--- src/rtl/core/knn_pkg.sv ---
// ----------------------------------------------------------------------------
// knn_pkg
// Shared types and constants for the brute-force nearest neighbor search.
// ----------------------------------------------------------------------------
package knn_pkg;

    localparam int DEF_MAX_POINTS = 1024;
    localparam int DEF_MAX_DIMS   = 16;
    localparam int DEF_MAX_K      = 16;

    localparam int PADDR_W = 4;
    localparam int PDATA_W = 32;

    localparam logic OP_LOAD  = 1'b0;
    localparam logic OP_QUERY = 1'b1;

    typedef enum logic [1:0] {
        REG_NUM_POINTS = 2'd0,
        REG_DIMS       = 2'd1,
        REG_NBR_COUNT  = 2'd2,
        REG_NONE       = 2'd3
    } t_reg_addr;

    typedef struct packed {
        logic               op;
        logic [9:0]         point_index;
        logic [3:0]         dim_index;
        logic signed [15:0] coord;
    } t_knn_in;

    typedef struct packed {
        logic [3:0]  rank;
        logic [9:0]  neighbor_index;
        logic [17:0] neighbor_distance;
        logic        last;
    } t_knn_out;

    typedef enum logic [2:0] {
        ST_IDLE,
        ST_WALK,
        ST_DRAIN,
        ST_SQRT,
        ST_EMIT
    } t_state;

    typedef struct packed {
        logic accept;
        logic init;
        logic step;
        logic sqrt_start;
        logic emit;
    } t_cmd;

    typedef struct packed {
        logic trig;
        logic walk_last;
        logic pipe_idle;
        logic sqrt_done;
        logic last_rank;
    } t_status;

endpackage

--- src/rtl/core/knn_ctrl.sv ---
// ----------------------------------------------------------------------------
// knn_ctrl
// Sequencer: corpus walk, pipeline drain, square root and result emission.
// ----------------------------------------------------------------------------
module knn_ctrl (
    input  logic            i_clk,
    input  logic            i_rst_n,
    input  logic            i_start,
    input  knn_pkg::t_status i_status,
    output knn_pkg::t_cmd   o_cmd,
    output logic            o_busy
);

    knn_pkg::t_state r_state;
    knn_pkg::t_state n_state;

    always_ff @(posedge i_clk) begin
        if (!i_rst_n) begin
            r_state <= knn_pkg::ST_IDLE;
        end else begin
            r_state <= n_state;
        end
    end

    always_comb begin
        n_state = r_state;
        unique case (r_state)
            knn_pkg::ST_IDLE: begin
                if (i_start && i_status.trig) n_state = knn_pkg::ST_WALK;
            end
            knn_pkg::ST_WALK: begin
                if (i_status.walk_last) n_state = knn_pkg::ST_DRAIN;
            end
            knn_pkg::ST_DRAIN: begin
                if (i_status.pipe_idle) n_state = knn_pkg::ST_SQRT;
            end
            knn_pkg::ST_SQRT: begin
                if (i_status.sqrt_done) n_state = knn_pkg::ST_EMIT;
            end
            knn_pkg::ST_EMIT: begin
                n_state = i_status.last_rank ? knn_pkg::ST_IDLE : knn_pkg::ST_SQRT;
            end
            default: n_state = knn_pkg::ST_IDLE;
        endcase
    end

    always_comb begin
        o_busy            = (r_state != knn_pkg::ST_IDLE);
        o_cmd.accept      = (r_state == knn_pkg::ST_IDLE) && i_start;
        o_cmd.init        = o_cmd.accept && i_status.trig;
        o_cmd.step        = (r_state == knn_pkg::ST_WALK);
        o_cmd.sqrt_start  = ((r_state == knn_pkg::ST_DRAIN) && i_status.pipe_idle) ||
                            ((r_state == knn_pkg::ST_EMIT) && !i_status.last_rank);
        o_cmd.emit        = (r_state == knn_pkg::ST_SQRT) && i_status.sqrt_done;
    end

endmodule

--- config.mk ---
export PLATFORM = sky130hd
export DESIGN_NAME = knn_ctrl
export DESIGN_NICKNAME = d
export VERILOG_FILES = /design/src/rtl/core/knn_pkg.sv /design/src/rtl/core/knn_ctrl.sv
export SDC_FILE = /design/constraint.sdc
export NUM_CORES = 1
export LEC_CHECK = 0
export BUFFER_PORTS_ARGS = -buffer_cell sky130_fd_sc_hd__buf_2
export CAP_MARGIN = 20
export CORE_AREA = 2 2 39 41
export DETAILED_ROUTE_END_ITERATION = 12
export DIE_AREA = 0 0 41 43
export MAX_ROUTING_LAYER = met4
export PLACE_DENSITY_LB_ADDON = 0.05
export SLEW_MARGIN = 20
export SYNTH_ARGS = -nofsm -noshare
export SYNTH_HDL_FRONTEND = slang
export SYNTH_SLANG_ARGS = --single-unit
--- constraint.sdc ---
create_clock -name i_clk -period 1.71 [get_ports i_clk]
set_input_delay 0.171 -clock i_clk [delete_from_list [all_inputs] [get_ports i_clk]]
set_output_delay 0.171 -clock i_clk [all_outputs]
set_load 0.02 [all_outputs]
# After elaboration in Yosys (flattened, before gate mapping)

Cells that the tools add are included.

Register bits after elaboration: 3
Input port bits: 8
Output and inout bits: 6
Logic and storage cells: 26

Equality and inequality tests: 8
Muxes and demuxes: 6
Reductions and logical operators: 11

Operators with widths:

| kind                                                 | number |
|---|---|
| one-hot mux 3 bit (5 select lines)                   | 1 |
| two-way mux 3 bit                                    | 4 |
| inequality test 2 bit (second input constant)        | 4 |
| equality test 3 x 2 -> 1 bit (second input constant) | 2 |
| logical AND 1 bit                                    | 6 |
| AND reduction 4 bit                                  | 1 |
| equality test 3 x 1 -> 1 bit (second input constant) | 1 |
| equality test 3 bit (second input constant)          | 1 |
| zero test 3 bit                                      | 1 |
| nonzero test 3 bit                                   | 1 |
| two-way mux 2 bit                                    | 1 |
| zero test 1 bit                                      | 1 |
| logical OR 1 bit                                     | 1 |

# Logic depth before layout (Yosys ltp)

Gate-level depths: netlist of run 1.

Depth in word-level cells: 3
Mapped depth: 5
Depth with buffers taken out: 4

# Worst setup path after synthesis of run 1

No wires, ideal clock.

Path kind: register -> output
From: register r_state[1]
To: output o_cmd[3] (netlist bit)
Arrival time: 1.275 ns
Data required time: 1.539 ns
Path slack: 0.264 ns
Stages on the path, launching flop included: 4
Buffers on the path: 1
Cell sequence: dfxtp_1 -> buf_4 -> or3_2 -> nor2_1

RTL lines:

| element                | line           | source |
|---|---|---|
| start, declared        | knn_ctrl.sv:14 | `knn_pkg::t_state r_state;` |
| start signal, assigned | knn_ctrl.sv:19 | `r_state <= knn_pkg::ST_IDLE;` |
| start signal, assigned | knn_ctrl.sv:21 | `r_state <= n_state;` |
| end, declared          | knn_ctrl.sv:10 | `output knn_pkg::t_cmd o_cmd,` |

==> flow_metrics.env, run 1 <==
export IMPL_clkTransAtPathRegs_ns=0.04
export IMPL_htree_levels=1
export IMPL_hold_depth=3
export IMPL_wl_per_cell_um=10.09
export IMPL_arrival_ns=1.39
export IMPL_start_util_pct=18.63
export IMPL_via_count=283
export IMPL_yosys_warnings=0
export IMPL_drtIter0Drc=4
export IMPL_crit_path_cell_trace="or3_2 -> nor2_1 -> buf_2"
export IMPL_track_usage_pct=9.446
export IMPL_multi_input_area_um2=182.7
export IMPL_period_needed_ns=1.564
export IMPL_ys_types=18
export IMPL_cap_viol_max_count=0
export IMPL_area_growth_pct=40.78
export IMPL_synth_top_area_cell="dfxtp_1"
export IMPL_n_antenna_cell=0
export IMPL_setup_tns_final_ns=0
export IMPL_finalSetupViolCount=0
export IMPL_wl_um=656
export IMPL_timing_rr_start="r_state[2]"
export IMPL_die_height_um=43
export IMPL_dr_pass1_iters=4
export IMPL_avgSynthCellArea_um2=7.811
export IMPL_cts_buffer_depth=2
export IMPL_clk_latency_ns=0.24
export IMPL_rr_worst_depth=4
export IMPL_root_buffer="clkbuf_4"
export IMPL_dp_hpwl_um=491.2
export IMPL_cts_sinks=3
export IMPL_largest_reg_flops=3
export IMPL_worstHoldStart="i_rst_n"
export IMPL_ant_nets=0
export IMPL_fp_coreArea_mm2=0.001384
export IMPL_post_route_drc_count=0
export IMPL_antenna_found_initial=0
export IMPL_post_route_period_util_pct=91.46
export IMPL_ys_ff_latch=3
export IMPL_yosysSeqAreaShare_pct=23.30
export IMPL_finalPower_mw=0.5095
export IMPL_die_w_um=41
export IMPL_final_hold_violation_count=0
export IMPL_grt_overflow=0
export IMPL_synth_area_um2=257.7
export IMPL_cp_max_fo=8
export IMPL_layout_nets=58
export IMPL_met1_usage_pct=12.46
export IMPL_worstSetupStartpoint="r_state[2]"
export IMPL_gr_max_usage_layer="met1"
export IMPL_drv_slew=0
export IMPL_worst_pin_slew_ns=0.2585
export IMPL_cts_buffers=3
export IMPL_io_pins=14
export IMPL_drive_above_1_share_pct=48.98
export IMPL_reg_top3="r_state (3)"
export IMPL_use_met3_pct=1.571
export IMPL_hold_class="primary input to flop"
export IMPL_register_area_um2=61.31
export IMPL_grt_pass1_wl_um=1055
export IMPL_status="finished, final reports clean"
export IMPL_grt_setup_unrepaired="false"
export IMPL_cts_tree="yes"
export IMPL_gp_congestion=0.6826
export IMPL_p_leak_nw=0.1831
export IMPL_synth_top_area_share_pct=23.30
export IMPL_p_per_area_mw_per_mm2=1404
export IMPL_via_per_inst=4.354
export IMPL_nFillCells=165
export IMPL_timing_fmax_ghz=0.6394
export IMPL_critPathLaunchType="flop"
export IMPL_fin_worst_skew_ns=0.003629
export IMPL_relSlewSlack_pct=82.74
export IMPL_grtUsageMet2_pct=11.88
export IMPL_die_area_mm2=0.001763
export IMPL_worstSetupPathType="flop to output port"
export IMPL_cp_end_kind="output port"
export IMPL_grt_max_degree=11
export IMPL_cp_required_ns=1.54
export IMPL_synthCells=33
export IMPL_regMostFlops="r_state"
export IMPL_placementRows=14
export IMPL_synth_nets=41
export IMPL_crit_slowest_cell="or3_2"
export IMPL_cpPeakStageDelay_ns=0.52
export IMPL_grt_pass1_vias=259
export IMPL_synth_area_leaders="dfxtp_1 23%, nor2_1 13%, o211ai_4 8.3%"
export IMPL_peakVddDrop_mv=0.4472
export IMPL_io_buffers=13
==> cell type report <==
| cell class | instances | share of cell area (%) |
|---|---|---|
| Clock buffer | 4 | 7.241 |
| Inverter | 2 | 2.069 |
| Multi-Input combinational cell | 27 | 50.34 |
| Sequential cell | 3 | 16.90 |
| Tap cell | 16 | 5.517 |
| Timing Repair Buffer | 13 | 17.93 |
==> path summary, 6_finish.rpt <==
check / end / slack, ns
worst min-delay path: r_state[1] / 0.18
worst max-delay path: o_cmd[3] / 0.15
worst max register to register: r_state[0] / 0.53
worst min register to register: r_state[1] / 0.60
==> routing by layer <==
layer	vias up	part of all wire (%)
li1	144	-
met5	-	0
met1	129	41
met2	10	52
met3	0	7.2
met4	0	0
==> where the power goes <==
part / switching (mW) / leakage (nW) / internal [mW]
combinational: 0.143 / 0.143 / 0.110
clock: 0.0411 / 0.0150 / 0.0877
sequential: 0.0402 / 0.0249 / 0.0876
==> through the flow <==
step	util, %	cells	instance area, um2	worst slack [ns]	hold WS [ns]
floorplan	-	33	257.7	0.2638	0.2985
global placement	24.23	61	335.3	0.3833	0.4274
detailed placement	24.23	61	335.3	0.3537	0.4251
CTS	26.13	65	361.6	0.09557	0.1817
global route	26.22	65	362.8	0.04170	0.1859
finish	26.22	65	362.8	0.1460	0.1825
==> critical path: cells and delay by family, from the launching register on <==
| kind | cells | cell delay, ns |
|---|---|---|
| AND/OR/NAND/NOR | 2 | 0.63 |
| flip-flops | 1 | 0.36 |
| buffers and inverters | 1 | 0.17 |
==> placed cells by master (no fill, tap or decap), drive strengths merged <==
cell type and count:
a21oi 3, a311oi 1, and3 2, buf 13
clkbuf 4, dfxtp 3, inv 2, nand2 3
nand2b 2, nand3b 1, nor2 9, nor2b 1
nor3 1, o211ai 1, o21ai 1, or3 1
xnor2 1
==> cell families after synthesis <==
group | synth area share, %
DFF | 23.30
xor gates and xnor gates | 3.399
and+or+nand+nor | 44.18
buffers and inverters | 5.827
AOI/OAI and AO/OA | 23.30
==> cells in the mapped netlist <==
| library cell | instances |
|---|---|
| a21oi_2 | 1 |
| o211ai_4 | 1 |
| and3_1 | 2 |
| o21ai_0 | 1 |
| or3_2 | 1 |
| nor2_1 | 9 |
| dfxtp_1 | 3 |
| nor3_1 | 1 |
| nor2b_2 | 1 |
| a311oi_2 | 1 |
| xnor2_1 | 1 |
| nand3b_4 | 1 |
| inv_1 | 2 |
| nand2_1 | 3 |
| a21oi_1 | 2 |
| nand2b_2 | 1 |
| buf_4 | 1 |
| nand2b_1 | 1 |
==> what timing repair did <==
action	in CTS	in global routing
buffers inserted	0	0
resized for setup	0	1
hold buffers	0	0
endpoints found under the setup margin	0	1
(Power assumes the default switching activity.)
==> inputs of run 2 (changes only) <==
--- a/config.mk
+++ b/config.mk
@@ -7,6 +7,8 @@
 export LEC_CHECK = 0
 export BUFFER_PORTS_ARGS = -buffer_cell sky130_fd_sc_hd__buf_2
 export CAP_MARGIN = 20
+export CELL_PAD_IN_SITES_DETAIL_PLACEMENT = 0
+export CELL_PAD_IN_SITES_GLOBAL_PLACEMENT = 1
 export CORE_AREA = 2 2 39 41
 export DETAILED_ROUTE_END_ITERATION = 12
 export DIE_AREA = 0 0 41 43
==> run 2 against run 1 <==
- register-to-register slack got worse by 0.09 ns
- count of clock-buffer cells in the layout unchanged
- die area unchanged
- utilization increased by 0.45 points
- sequential share of layout area decreased by 0.63 points
- critical path depth unchanged
- highest routed layer is now met4
- first-iteration DRC count unchanged
- hold slack improved by 0.0026 ns
- critical path type unchanged
==> flow_metrics.env, run 2 (synthesized netlist as in run 1, its figures left out) <==
export IMPL_largest_reg_flops=3
export IMPL_cap_viol_max_count=0
export IMPL_clk_latency_ns=0.23
export IMPL_period_needed_ns=1.584
export IMPL_p_int_mw=0.2897
export IMPL_drtIter0Drc=4
export IMPL_worst_pin_slew_ns=0.3906
export IMPL_io_buffers=13
export IMPL_regMostFlops="r_state"
export IMPL_wl_per_cell_um=8.909
export IMPL_layout_nets=59
export IMPL_cts_repair_resized=0
export IMPL_nFillCells=160
export IMPL_hold_buffers=0
export IMPL_start_util_pct=18.63
export IMPL_finalPower_mw=0.5051
export IMPL_area_growth_pct=43.20
export IMPL_antenna_found_initial=0
export IMPL_die_area_mm2=0.001763
export IMPL_place_area_um2=342.8
export IMPL_cts_sinks=3
export IMPL_drv_slew=0
export IMPL_die_w_um=41
export IMPL_dp_hpwl_um=479.6
export IMPL_grt_setup_unrepaired="false"
export IMPL_dr_pass1_iters=2
export IMPL_grt_max_degree=11
export IMPL_combPwrFrac_pct=52.2
export IMPL_final_area_um2=369.1
export IMPL_die_height_um=43
export IMPL_sw_frac_of_total_pct=42.63
export IMPL_placementRows=14
export IMPL_drive_above_1_share_pct=48.00
export IMPL_cp_required_ns=1.54
export IMPL_final_hold_violation_count=0
export IMPL_clkTransAtPathRegs_ns=0.04
export IMPL_htree_levels=1
export IMPL_post_route_period_util_pct=92.61
export IMPL_hold_class="primary input to flop"
export IMPL_layout_common_cells="13 x buf_2, 9 x nor2_1, 3 x nand2_1, 3 x clkbuf_4, 3 x dfxtp_1"
export IMPL_fp_coreArea_mm2=0.001384
export IMPL_via_per_inst=4.000
export IMPL_peakVddDrop_mv=0.2778
export IMPL_root_buffer="clkbuf_4"
export IMPL_post_route_drc_count=0
export IMPL_p_leak_nw=0.1880
export IMPL_grt_pass1_wl_um=945
export IMPL_gp_congestion=0.6707
export IMPL_critPathLaunchType="flop"
export IMPL_cts_tree="yes"
export IMPL_layout_commonest_cell="buf_2"
export IMPL_fin_worst_skew_ns=0.00002684
export IMPL_power_switching_mw=0.2153
export IMPL_wl_um=588
export IMPL_grt_overflow=0
export IMPL_grt_pass1_vias=231
export IMPL_io_pins=14
export IMPL_cp_max_fo=10
export IMPL_arrival_ns=1.41
export IMPL_place_ws_ns=0.3691
export IMPL_relSlewSlack_pct=73.93
export IMPL_track_usage_pct=8.615
export IMPL_finalSetupViolCount=0
export IMPL_clkPwrFrac_pct=24.5
export IMPL_p_per_area_mw_per_mm2=1368
export IMPL_pwr_share_seq_pct=23.3
export IMPL_cts_buffer_depth=2
export IMPL_timing_fmax_ghz=0.6314
export IMPL_setup_tns_final_ns=0
export IMPL_n_antenna_cell=0
export IMPL_worstSetupPathType="flop to output port"
export IMPL_status="finished, final reports clean"
export IMPL_via_count=264
export IMPL_cp_end_kind="output port"
export IMPL_ant_nets=0
export IMPL_reg_top3="r_state (3)"
export IMPL_cts_buffers=3
export IMPL_timing_final_ws_setup_ns=0.1263
export IMPL_post_cts_setup_buffers=0
## run 2: cell types whose count changed in the layout (fill, tap and decap cells not counted)
cell,previous run,this run
dfxtp_1,2,3
buf_4,0,1
dfxtp_2,1,0
## run 2: path summary, 6_finish.rpt
path               from    endpoint  slack, ns  cells past startpoint
max          r_state[1]    o_cmd[3]       0.13                      3
min             i_rst_n  r_state[1]       0.19                      3
max reg2reg  r_state[1]  r_state[1]       0.44                      4
min reg2reg  r_state[1]  r_state[1]       0.68                      2
## run 2: power groups by stage
stage	Combinational (mW)	Clock [mW]	Sequential, mW
2_1_floorplan	0.231	0	0.0963
3_3_place_gp	0.269	0	0.120
3_5_place_dp	0.268	0	0.118
4_1_cts	0.268	0.131	0.118
5_1_grt	0.290	0.132	0.123
6_report	0.264	0.124	0.118
## run 2: through the flow
step                      util, %  std cells  hold slack, ns
after detailed placement    24.77         62          0.4232
after floorplan                 -         33          0.2985
after global routing        26.67         66          0.2031
final                       26.67         66          0.1851
after global placement      24.77         62          0.4226
after CTS                   26.67         66          0.1765
## run 2: routing by layer
| metal | up-vias | share of wire, % | global-route usage [%] |
|---|---|---|---|
| met5 | - | 0 | - |
| met4 | 0 | 2.0 | 10.00 |
| met3 | 2 | 6.5 | 1.571 |
| met2 | 8 | 47 | 9.688 |
| met1 | 111 | 44 | 11.15 |
| li1 | 143 | - | - |
## run 2: final cells by class
class                           instances  area, um2  area share [%]
Inverter                                2      7.507           2.034
Timing Repair Buffer                   14      72.57           19.66
Tap cell                               16      20.02           5.424
Clock buffer                            4      26.28           7.119
Sequential cell                         3      60.06           16.27
Multi-Input combinational cell         27      182.7           49.49
## run 2: critical path, stage by stage, from the launching register on
cell     delay [ns]
dfxtp_1        0.41
or3_2          0.48
nor2_1         0.12
buf_2          0.17
